$ cat src/hdl/bts_pkg.sv
// Package with token scanner types, codes and character class helpers.
package bts_pkg;

  typedef enum logic [1:0] {
    PH_IDLE    = 2'd0,
    PH_TOKEN   = 2'd1,
    PH_COMMENT = 2'd2,
    PH_DATA    = 2'd3
  } phase_t;

  localparam logic [2:0] K_EOF   = 3'd0;
  localparam logic [2:0] K_EOL   = 3'd1;
  localparam logic [2:0] K_CONST = 3'd2;
  localparam logic [2:0] K_TEXT  = 3'd3;
  localparam logic [2:0] K_SYM   = 3'd4;

  localparam logic [1:0] VK_INT  = 2'd0;
  localparam logic [1:0] VK_REAL = 2'd1;
  localparam logic [1:0] VK_STR  = 2'd2;

  localparam logic [1:0] ERR_NONE  = 2'd0;
  localparam logic [1:0] ERR_STR   = 2'd1;
  localparam logic [1:0] ERR_HEX   = 2'd2;

  localparam logic [7:0] CH_CR    = 8'd13;
  localparam logic [7:0] CH_LF    = 8'd10;
  localparam logic [7:0] CH_QUOTE = 8'h22;
  localparam logic [7:0] CH_APOS  = 8'h27;
  localparam logic [7:0] CH_SPACE = 8'h20;

  typedef struct packed {
    logic [2:0]  token_kind;
    logic [1:0]  value_kind;
    logic [7:0]  text_length;
    logic [15:0] start_line;
    logic [9:0]  start_col;
    logic        at_line_start;
    logic [1:0]  error_code;
  } tok_t;

  function automatic logic [7:0] lower_f(input logic [7:0] c);
    lower_f = (c >= "A" && c <= "Z") ? c + 8'd32 : c;
  endfunction

  function automatic logic is_digit_f(input logic [7:0] c);
    is_digit_f = (c >= "0" && c <= "9");
  endfunction

  function automatic logic is_alpha_f(input logic [7:0] c);
    is_alpha_f = (c >= "a" && c <= "z") || (c >= "A" && c <= "Z") || c == "_";
  endfunction

  function automatic logic is_cmp_f(input logic [7:0] c);
    is_cmp_f = (c == "<") || (c == "=") || (c == ">");
  endfunction

endpackage

$ cat src/hdl/bts_step.sv
// Combinational scanner step: next state and up to two token descriptors.
module bts_step #(
  parameter int LEN_W  = 8,
  parameter int LINE_W = 16,
  parameter int COL_W  = 10,
  parameter int MAX_TOKEN_LEN = 255,
  parameter int MAX_LINE = 65535,
  parameter int MAX_COL = 1023
) (
  input  logic [7:0]        ch,
  input  logic              end_of_line,
  input  logic              end_of_file,
  input  logic              skip_eol,
  input  logic              data_mode,
  input  bts_pkg::phase_t   phase_i,
  input  logic [2:0]        kind_i,
  input  logic [1:0]        vk_i,
  input  logic              hex_i,
  input  logic              space_i,
  input  logic              zp_i,
  input  logic [7:0]        first_i,
  input  logic [7:0]        last_i,
  input  logic [LEN_W-1:0]  len_i,
  input  logic [LEN_W-1:0]  trail_i,
  input  logic [LINE_W-1:0] line_i,
  input  logic [COL_W-1:0]  col_i,
  input  logic [LINE_W-1:0] tline_i,
  input  logic [COL_W-1:0]  tcol_i,
  input  logic              lsf_i,
  output bts_pkg::phase_t   phase_o,
  output logic [2:0]        kind_o,
  output logic [1:0]        vk_o,
  output logic              hex_o,
  output logic              space_o,
  output logic              zp_o,
  output logic [7:0]        first_o,
  output logic [7:0]        last_o,
  output logic [LEN_W-1:0]  len_o,
  output logic [LEN_W-1:0]  trail_o,
  output logic [LINE_W-1:0] line_o,
  output logic [COL_W-1:0]  col_o,
  output logic [LINE_W-1:0] tline_o,
  output logic [COL_W-1:0]  tcol_o,
  output logic              lsf_o,
  output logic [1:0]        cnt_o,
  output bts_pkg::tok_t     tok0_o,
  output bts_pkg::tok_t     tok1_o
);
  import bts_pkg::*;

  localparam logic [LEN_W-1:0]  MAXL = LEN_W'(MAX_TOKEN_LEN);
  localparam logic [LINE_W-1:0] MAXN = LINE_W'(MAX_LINE);
  localparam logic [COL_W-1:0]  MAXC = COL_W'(MAX_COL);

  logic       eof, lend, pending, apos, cl_ok, dm_end;
  logic [7:0] cs, cn, lc;
  tok_t       t;

  function automatic logic [7:0] sat8(input logic [LEN_W-1:0] v);
    logic [31:0] w;
    w = 32'(v);
    sat8 = (w > 32'd255) ? 8'd255 : w[7:0];
  endfunction
  function automatic logic [15:0] sat16(input logic [LINE_W-1:0] v);
    logic [31:0] w;
    w = 32'(v);
    sat16 = (w > 32'd65535) ? 16'hffff : w[15:0];
  endfunction
  function automatic logic [9:0] sat10(input logic [COL_W-1:0] v);
    logic [31:0] w;
    w = 32'(v);
    sat10 = (w > 32'd1023) ? 10'd1023 : w[9:0];
  endfunction

  always_comb begin
    phase_o = phase_i; kind_o = kind_i; vk_o = vk_i; hex_o = hex_i;
    space_o = space_i; zp_o = zp_i; first_o = first_i; last_o = last_i;
    len_o = len_i; trail_o = trail_i; line_o = line_i; col_o = col_i;
    tline_o = tline_i; tcol_o = tcol_i; lsf_o = lsf_i;
    cnt_o = 2'd0; tok0_o = '0; tok1_o = '0; t = '0;
    cl_ok = 1'b0; dm_end = 1'b0; lc = '0;

    eof  = end_of_file;
    lend = !eof && (end_of_line || ch == CH_CR);
    cs   = eof ? 8'd0 : (lend ? CH_CR : ch);
    cn   = (cs == CH_APOS) ? CH_CR : cs;
    apos = !lend && ch == CH_APOS;
    pending = 1'b1;

    // Current token step; a terminator ends the token and falls through.
    if (phase_o == PH_DATA || phase_o == PH_TOKEN) begin
      t.token_kind = kind_o; t.value_kind = vk_o; t.text_length = sat8(len_o);
      t.start_line = sat16(tline_o); t.start_col = sat10(tcol_o);
      t.at_line_start = lsf_o; t.error_code = ERR_NONE;
      if (phase_o == PH_DATA) begin
        dm_end = cn == CH_CR || cn == CH_LF || cn == 8'd0 || cn == "," || cn == ":" ||
                 cn == CH_QUOTE;
        if (dm_end) begin
          if (vk_o == VK_INT && (last_o == "x" || last_o == "X")) t.error_code = ERR_HEX;
        end else begin
          pending = 1'b0;
        end
      end else if (kind_o == K_CONST && vk_o == VK_STR) begin
        if (cs == CH_QUOTE) begin
          pending = 1'b0;
          col_o = (col_o < MAXC) ? col_o + 1'b1 : MAXC;
        end else if (cs == 8'd0 || cs == CH_CR) begin
          t.error_code = ERR_STR;
        end else begin
          pending = 1'b0;
        end
      end else if (kind_o == K_CONST) begin
        lc = lower_f(cn);
        if (cn == "." && vk_o == VK_INT) vk_o = VK_REAL;
        if (lc == "x" && zp_o) hex_o = 1'b1;
        if (is_digit_f(cn) || (cn == "." && vk_i == VK_INT) || (lc == "x" && zp_i) ||
            (hex_o && lc >= "a" && lc <= "f")) begin
          pending = 1'b0;
        end else if (vk_o == VK_INT && (last_o == "x" || last_o == "X")) begin
          t.error_code = ERR_HEX;
        end
        t.value_kind = vk_o;
      end else if (kind_o == K_TEXT) begin
        if (is_alpha_f(cn) || is_digit_f(cn)) pending = 1'b0;
        else if (cn == "$" || cn == "%" || cn == "#" || cn == "!") begin
          pending = 1'b0;
          len_o = (len_o < MAXL) ? len_o + 1'b1 : MAXL;
          col_o = (col_o < MAXC) ? col_o + 1'b1 : MAXC;
          t.text_length = sat8(len_o);
        end
      end else begin
        if (is_cmp_f(first_o) && is_cmp_f(cn)) pending = 1'b0;
      end

      if (!pending && !(kind_o == K_TEXT && (cn == "$" || cn == "%" || cn == "#" ||
          cn == "!")) && !(phase_o == PH_TOKEN && kind_o == K_CONST && vk_i == VK_STR &&
          cs == CH_QUOTE)) begin
        // Absorb the byte into the token.
        if (phase_o == PH_DATA) begin
          if (vk_o != VK_STR) begin
            lc = lower_f(cn);
            if (cn == "." && vk_o == VK_INT) vk_o = VK_REAL;
            if (lc == "x" && zp_o) hex_o = 1'b1;
            cl_ok = is_digit_f(cn) || (cn == "." && vk_i == VK_INT) || (lc == "x" && zp_i) ||
                    (hex_o && lc >= "a" && lc <= "f") || cn <= CH_SPACE;
            if (!cl_ok || (cn > CH_SPACE && space_o)) vk_o = VK_STR;
          end
          if (cn <= CH_SPACE) space_o = 1'b1;
        end
        zp_o = (cs == "0" && ((len_o + trail_o) == '0 ||
               ((len_o + trail_o) == LEN_W'(1) && first_o == "-")));
        if ((len_o + trail_o) == '0) first_o = (phase_o == PH_DATA) ? cn : cs;
        last_o = (phase_o == PH_DATA) ? cn : cs;
        if (phase_o == PH_DATA && cn <= CH_SPACE) begin
          trail_o = (trail_o < MAXL) ? trail_o + 1'b1 : MAXL;
        end else begin
          len_o = ((LEN_W+1)'(len_o) + (LEN_W+1)'(trail_o) + 1'b1 >= (LEN_W+1)'(MAXL)) ?
                  MAXL : len_o + trail_o + 1'b1;
          trail_o = '0;
        end
        col_o = (col_o < MAXC) ? col_o + 1'b1 : MAXC;
      end
      if (pending || (!pending && kind_o == K_TEXT && (cn == "$" || cn == "%" ||
          cn == "#" || cn == "!")) || (!pending && phase_o == PH_TOKEN &&
          kind_o == K_CONST && vk_i == VK_STR && cs == CH_QUOTE)) begin
        tok0_o = t;
        cnt_o = 2'd1;
        phase_o = PH_IDLE;
        lsf_o = (col_o == '0);
      end
    end else if (phase_o == PH_COMMENT) begin
      if (eof) phase_o = PH_IDLE;
      else begin
        if (lend) phase_o = PH_IDLE;
        pending = 1'b0;
      end
    end

    // Scan a byte that no token took: end of file, end of line, blank or a new token.
    if (pending) begin
      t = '0;
      t.start_line = sat16(line_o); t.start_col = sat10(col_o); t.at_line_start = lsf_o;
      if (eof) begin
        t.token_kind = K_EOF;
        if (cnt_o == 2'd1) tok1_o = t; else tok0_o = t;
        cnt_o = cnt_o + 1'b1;
      end else if (lend || apos) begin
        if (!skip_eol) begin
          t.token_kind = K_EOL; t.at_line_start = 1'b1;
          if (cnt_o == 2'd1) tok1_o = t; else tok0_o = t;
          cnt_o = cnt_o + 1'b1;
        end
        line_o = (line_o < MAXN) ? line_o + 1'b1 : MAXN;
        col_o = '0;
        lsf_o = 1'b1;
        if (apos) phase_o = PH_COMMENT;
      end else if (ch <= CH_SPACE) begin
        col_o = (col_o < MAXC) ? col_o + 1'b1 : MAXC;
      end else begin
        tline_o = line_o; tcol_o = col_o;
        col_o = (col_o < MAXC) ? col_o + 1'b1 : MAXC;
        hex_o = 1'b0; space_o = 1'b0; zp_o = 1'b0; trail_o = '0;
        first_o = ch; last_o = ch;
        len_o = LEN_W'(1);
        phase_o = PH_TOKEN;
        vk_o = VK_INT;
        if (ch == CH_QUOTE) begin
          kind_o = K_CONST; vk_o = VK_STR; len_o = '0; first_o = '0; last_o = '0;
        end else if (!data_mode) begin
          zp_o = (ch == "0");
          if (is_digit_f(ch) || ch == ".") begin
            kind_o = K_CONST;
            if (ch == ".") vk_o = VK_REAL;
          end else if (is_alpha_f(ch)) kind_o = K_TEXT;
          else kind_o = K_SYM;
        end else if (ch == "," || ch == ":") begin
          kind_o = K_SYM;
        end else begin
          kind_o = K_CONST;
          phase_o = PH_DATA;
          zp_o = (ch == "0");
          lc = lower_f(ch);
          cl_ok = is_digit_f(ch) || ch == "." || ch == "-";
          if (ch == ".") vk_o = VK_REAL;
          if (!cl_ok) vk_o = VK_STR;
        end
      end
    end
  end
endmodule

$ cat src/hdl/basic_token_scanner_core.sv
// A token is shown in the cycle after the byte that ends it is accepted.
// Input: one request per cycle while the output is taken; a request causing two
// tokens holds the input while the second token waits behind the first.
// Reset: synchronous active-low rst_n returns the scanner to idle at line 0,
// column 0, with the output register empty.
// Top level of the BASIC token scanner.
module basic_token_scanner_core #(
  parameter int MAX_TOKEN_LEN = 255,
  parameter int MAX_LINE = 65535,
  parameter int MAX_COL = 1023
) (
  input  logic       clk,
  input  logic       rst_n,
  input  logic       in_valid,
  output logic       in_ready,
  input  logic [7:0] in_ch,
  input  logic       in_end_of_line,
  input  logic       in_end_of_file,
  input  logic       in_skip_eol,
  input  logic       in_data_mode,
  output logic       out_valid,
  input  logic       out_ready,
  output logic [2:0] out_token_kind,
  output logic [1:0] out_value_kind,
  output logic [7:0] out_text_length,
  output logic [15:0] out_start_line,
  output logic [9:0] out_start_col,
  output logic       out_at_line_start,
  output logic [1:0] out_error_code,
  output logic       out_is_last
);
  import bts_pkg::*;

  localparam int LEN_W  = $clog2(MAX_TOKEN_LEN + 1);
  localparam int LINE_W = $clog2(MAX_LINE + 1);
  localparam int COL_W  = $clog2(MAX_COL + 1);

  phase_t phase_r, phase_nxt;
  logic [2:0] kind_r, kind_nxt;
  logic [1:0] vk_r, vk_nxt;
  logic hex_r, hex_nxt, space_r, space_nxt, zp_r, zp_nxt, lsf_r, lsf_nxt;
  logic [7:0] first_r, first_nxt, last_r, last_nxt;
  logic [LEN_W-1:0] len_r, len_nxt, trail_r, trail_nxt;
  logic [LINE_W-1:0] line_r, line_nxt, tline_r, tline_nxt;
  logic [COL_W-1:0] col_r, col_nxt, tcol_r, tcol_nxt;
  logic [1:0] cnt;
  tok_t tok0, tok1;

  // Two-entry result buffer: slot 0 is shown, slot 1 waits behind it.
  tok_t q0_r, q1_r;
  logic q0v_r, q1v_r, q0l_r, q1l_r;
  logic in_acc, out_acc;

  assign in_ready = !q1v_r && (!q0v_r || out_ready);
  assign in_acc = in_valid && in_ready;
  assign out_acc = out_valid && out_ready;

  bts_step #(.LEN_W(LEN_W), .LINE_W(LINE_W), .COL_W(COL_W),
    .MAX_TOKEN_LEN(MAX_TOKEN_LEN), .MAX_LINE(MAX_LINE), .MAX_COL(MAX_COL)) u_step (
    .ch(in_ch), .end_of_line(in_end_of_line), .end_of_file(in_end_of_file),
    .skip_eol(in_skip_eol), .data_mode(in_data_mode),
    .phase_i(phase_r), .kind_i(kind_r), .vk_i(vk_r), .hex_i(hex_r), .space_i(space_r),
    .zp_i(zp_r), .first_i(first_r), .last_i(last_r), .len_i(len_r), .trail_i(trail_r),
    .line_i(line_r), .col_i(col_r), .tline_i(tline_r), .tcol_i(tcol_r), .lsf_i(lsf_r),
    .phase_o(phase_nxt), .kind_o(kind_nxt), .vk_o(vk_nxt), .hex_o(hex_nxt),
    .space_o(space_nxt), .zp_o(zp_nxt), .first_o(first_nxt), .last_o(last_nxt),
    .len_o(len_nxt), .trail_o(trail_nxt), .line_o(line_nxt), .col_o(col_nxt),
    .tline_o(tline_nxt), .tcol_o(tcol_nxt), .lsf_o(lsf_nxt),
    .cnt_o(cnt), .tok0_o(tok0), .tok1_o(tok1)
  );

  always_ff @(posedge clk) begin
    if (!rst_n) begin
      phase_r <= PH_IDLE; kind_r <= '0; vk_r <= '0; hex_r <= 1'b0; space_r <= 1'b0;
      zp_r <= 1'b0; first_r <= '0; last_r <= '0; len_r <= '0; trail_r <= '0;
      line_r <= '0; col_r <= '0; tline_r <= '0; tcol_r <= '0; lsf_r <= 1'b1;
      q0v_r <= 1'b0; q1v_r <= 1'b0;
    end else begin
      if (in_acc) begin
        phase_r <= phase_nxt; kind_r <= kind_nxt; vk_r <= vk_nxt; hex_r <= hex_nxt;
        space_r <= space_nxt; zp_r <= zp_nxt; first_r <= first_nxt; last_r <= last_nxt;
        len_r <= len_nxt; trail_r <= trail_nxt; line_r <= line_nxt; col_r <= col_nxt;
        tline_r <= tline_nxt; tcol_r <= tcol_nxt; lsf_r <= lsf_nxt;
      end
      if (in_acc) begin
        // in_acc implies slot 1 empty and slot 0 empty or leaving.
        q0v_r <= (cnt != 2'd0);
        q1v_r <= (cnt == 2'd2);
      end else if (out_acc) begin
        q0v_r <= q1v_r;
        q1v_r <= 1'b0;
      end
    end
  end

  always_ff @(posedge clk) begin
    if (in_acc) begin
      q0_r <= tok0; q0l_r <= (cnt == 2'd1);
      q1_r <= tok1; q1l_r <= 1'b1;
    end else if (out_acc) begin
      q0_r <= q1_r; q0l_r <= q1l_r;
    end
  end

  assign out_valid = q0v_r;
  assign out_token_kind = q0_r.token_kind;
  assign out_value_kind = q0_r.value_kind;
  assign out_text_length = q0_r.text_length;
  assign out_start_line = q0_r.start_line;
  assign out_start_col = q0_r.start_col;
  assign out_at_line_start = q0_r.at_line_start;
  assign out_error_code = q0_r.error_code;
  assign out_is_last = q0l_r;
endmodule

$ cat config.mk
export PLATFORM = sky130hd
export DESIGN_NAME = basic_token_scanner_core
export DESIGN_NICKNAME = d
export VERILOG_FILES = /design/src/hdl/bts_pkg.sv /design/src/hdl/bts_step.sv /design/src/hdl/basic_token_scanner_core.sv
export SDC_FILE = /design/constraint.sdc
export NUM_CORES = 1
export LEC_CHECK = 0
export ABC_AREA = 1
export ABC_CLOCK_PERIOD_IN_PS = 6500
export BUFFER_PORTS_ARGS = -buffer_cell sky130_fd_sc_hd__buf_2
export CAP_MARGIN = 20
export CORE_ASPECT_RATIO = 1.1
export CORE_MARGIN = 2
export CORE_UTILIZATION = 63
export CTS_CLUSTER_DIAMETER = 60
export DETAILED_ROUTE_END_ITERATION = 8
export PLACE_DENSITY = 0.82
export SLEW_MARGIN = 20
export SYNTH_ARGS = -nofsm -noshare
export SYNTH_HDL_FRONTEND = slang
export SYNTH_SLANG_ARGS = --single-unit
$ cat constraint.sdc
create_clock -name clk -period 6.5 [get_ports clk]
set_input_delay 0.325 -clock clk [delete_from_list [all_inputs] [get_ports clk]]
set_output_delay 0.325 -clock clk [all_outputs]
set_load 0.1 [all_outputs]
==> metrics.md <==
| Metric | Value |
|---|---|
| Final worst slack | 1.24 ns |
| Initial DRC count | 1227 |
| Initial antenna violation count | 0 |
| Final GP Congestion | 0.987 |
| Critical R2R Launch | kind_r[0]$_SDFFE_PN0P_ |
| CP Capture Type | register |
| Worst reg2reg path depth | 22 |
| Synth top area cells | edfxtp_1, dfxtp_1, nand2_1 |
| Pleak | 5.00 nW |
| # port buffers | 60 |
| Fillers | 1530 |
| Yosys top cell area share | 0.182 |
| Top Ports | 61 |
| Final hold violation count | 0 |
| H-tree levels | 4 |
| FP Rows | 52 |
| First-pass GRT wire length | 53300 µm |
| Yosys cell types | 63 |
| 1st-pass router iterations | 6 |
| Worst-path maximum fanout | 23 |
| CP Data Arrival Time | 5.57 ns |
| Most frequent cells in the layout | nand2_1, inv_1, o21ai_0 |
| R2R Setup Slk | 1.57 ns |
| CTS tree | done |
| Max cap viols | 0 |
| Nature of the critical path startpoint | primary input |
| Worst-path clk slew | 0.08 ns |
| Chip width | 134 µm |
| FMAX | 190 MHz |
| Fin crit share | 0.808 |
| Starting density of the core | 0.641 |
| Outcome | finished clean |
| Synth Net Count | 1683 |
| Min-Delay Path Class | primary input to register |
| Die ar. | 19700 µm² |
| Cell taking the most area after synthesis | edfxtp_1 |
| Worst Skew | 0.0132 ns |
| Root buffer cell | clkbuf_16 |
| FF-to-FF End | first_r[0]$_SDFFE_PN0P_ |
| Largest net degree at the start of global routing | 87 |
| Setup tns final | 0 ns |
| Post-DP Area | 12100 µm² |
| Post-CTS Resized | 0 |
| CTS buffer count | 17 |
| Power Total | 0.00290 W |
| Min-delay src | in_data_mode |
| Wire per inst | 17.1 µm |
| Share of layout cells above drive strength 1 | 0.137 |
| Worst-Skew Late Latency | 0.45 ns |
| Die Span Y | 147 µm |
| WHS Endpoint | phase_r[1]$_SDFFE_PN0P_ |
| Worst hold path cell count | 3 |
| Synth warn | 0 |
| Post-CTS setup buffers | 0 |
| Crit path kind | primary input to register |
| Clk sinks | 167 |
| ANT nets after route | 0 |
| EDFF count, synth | 71 |
| Most common cell after layout, fill and taps aside | nand2_1 |
| GRT Overall Usage | 0.334 |
| Register area share after synthesis | 0.346 |
| Final Cell Area | 12800 µm² |
| Post-synth ARST share | 0 |
| Final WL | 32800 µm |
| PD cells | 228 nW/µm² |
| Vias in the first global route | 11000 |
| Area of the core | 18300 µm² |
| FF+latch count, synth | 167 |
| Via count | 11600 |
| Crit-path max cell delay | 0.62 ns |
| Crit path required time | 6.81 ns |
| GRT Residual Overflow | 0 |
| Finish-stage setup viols | 0 |
| Vias per std cell | 6.05 |
| P&R area growth vs syn | 8.90% |
| Relative max-transition margin | 0.339 |
| Synth Flop Type | dfxtp_1 |
| Placement Setup Slack | 0.867 ns |
| Post-CTS Hold Buffers | 0 |
| Crit-path slowest cell | o21ai_0 |
| Fin crit period | 5.26 ns |
| RSZ-0062 raised after global routing | false |
| Max clock buf depth | 2 |
| Dpl hpwl | 23100 µm |
| Final #Nets | 1709 |
| Mapped Area | 11700 µm² |
| Peak supply drop | 0.231 mV |
| Synth Instances | 1642 |
| Worst Tran Pin Value | 0.992 ns |
| DR DRC count | 0 |
| N_diodes | 0 |
| Syn avg cell area | 7.13 µm² |
| Final Max Tran Viols | 0 |
==> worst max-delay path: cells and delay by family <==
kind,cells,cell delay (ns)
adders and majority gates,1,0.31
xor gates and xnor gates,1,0.49
buffers and inverters,5,0.70
AOI/OAI and AO/OA,7,1.55
and+or+nand+nor,17,2.18
==> power by group <==
group	internal, W	switching (W)	leakage (nW)
Sequential	0.00115	0.0000267	1.50
Combinational	0.000137	0.000513	3.19
Clock	0.000536	0.000540	0.304
Total	0.00182	0.00108	5.00
==> flip-flops by register name (all words and copies together), names as in the netlist, 7 cells and up <==
signal,flops
q1_r,28
line_r,16
out_start_line,16
tline_r,16
col_r,10
out_start_col,10
tcol_r,10
first_r,8
len_r,8
out_text_length,8
trail_r,8
last_r,7
==> routing by layer <==
| layer | vias up | GRT usage | share of wire |
|---|---|---|---|
| met5 | - | 0 | 0 |
| met2 | 524 | 0.570 | 0.49 |
| met3 | 141 | 0.0480 | 0.065 |
| met4 | 0 | 0.172 | 0.047 |
| li1 | 5623 | - | - |
| met1 | 5356 | 0.409 | 0.40 |
==> through the flow <==
stage | hold WS (ns) | utilization | cells
global route | 0.241 | 0.698 | 1924
detailed placement | 0.460 | 0.663 | 1892
global placement | 0.452 | 0.663 | 1892
finish | 0.223 | 0.698 | 1924
CTS | 0.214 | 0.698 | 1924
floorplan | 0.430 | - | 1642
==> area by class of cell <==
class	instances	area (µm²)	share of cell area
inverters	229	860	0.0674
clock inverters	15	209	0.0164
multi-input cells	1177	6480	0.508
well taps	243	304	0.0238
clock buffers	17	425	0.0334
flip-flops and latches	167	4050	0.318
repair buffers	76	420	0.0330
==> cells by family after synthesis <==
logic type,share of synthesized area
AND/OR/NAND/NOR,0.297
adder cells (fa/ha/maj),0.0280
buffers and inverters,0.102
AO/OA/AOI/OAI,0.205
XOR/XNOR,0.0217
flip-flops,0.346
multiplexers,0.000855
==> synth_stat cells (all sizes together), types with 21 or more instances <==
cell type / number
a21oi: 128
buf: 27
clkbuf: 42
dfxtp: 96
edfxtp: 71
ha: 23
inv: 226
nand2: 346
nand3: 125
nand4: 21
nor2: 136
nor3: 49
o211ai: 32
o21ai: 191
xor2: 24
==> worst max path at each step <==
stage | endpoint | startpoint | cells past startpoint
detailed placement | first_r[0]$_SDFFE_PN0P_ | in_ch[7] | 32
CTS | len_r[7]$_SDFFE_PN0P_ | in_ch[7] | 31
finish | len_r[7]$_SDFFE_PN0P_ | in_ch[7] | 31
global route | first_r[0]$_SDFFE_PN0P_ | in_ch[7] | 32
floorplan | out_at_line_start$_DFFE_PP_ | out_valid$_SDFFE_PN0P_ | 5
global placement | first_r[0]$_SDFFE_PN0P_ | in_ch[7] | 32
(Power assumes the default switching activity.)
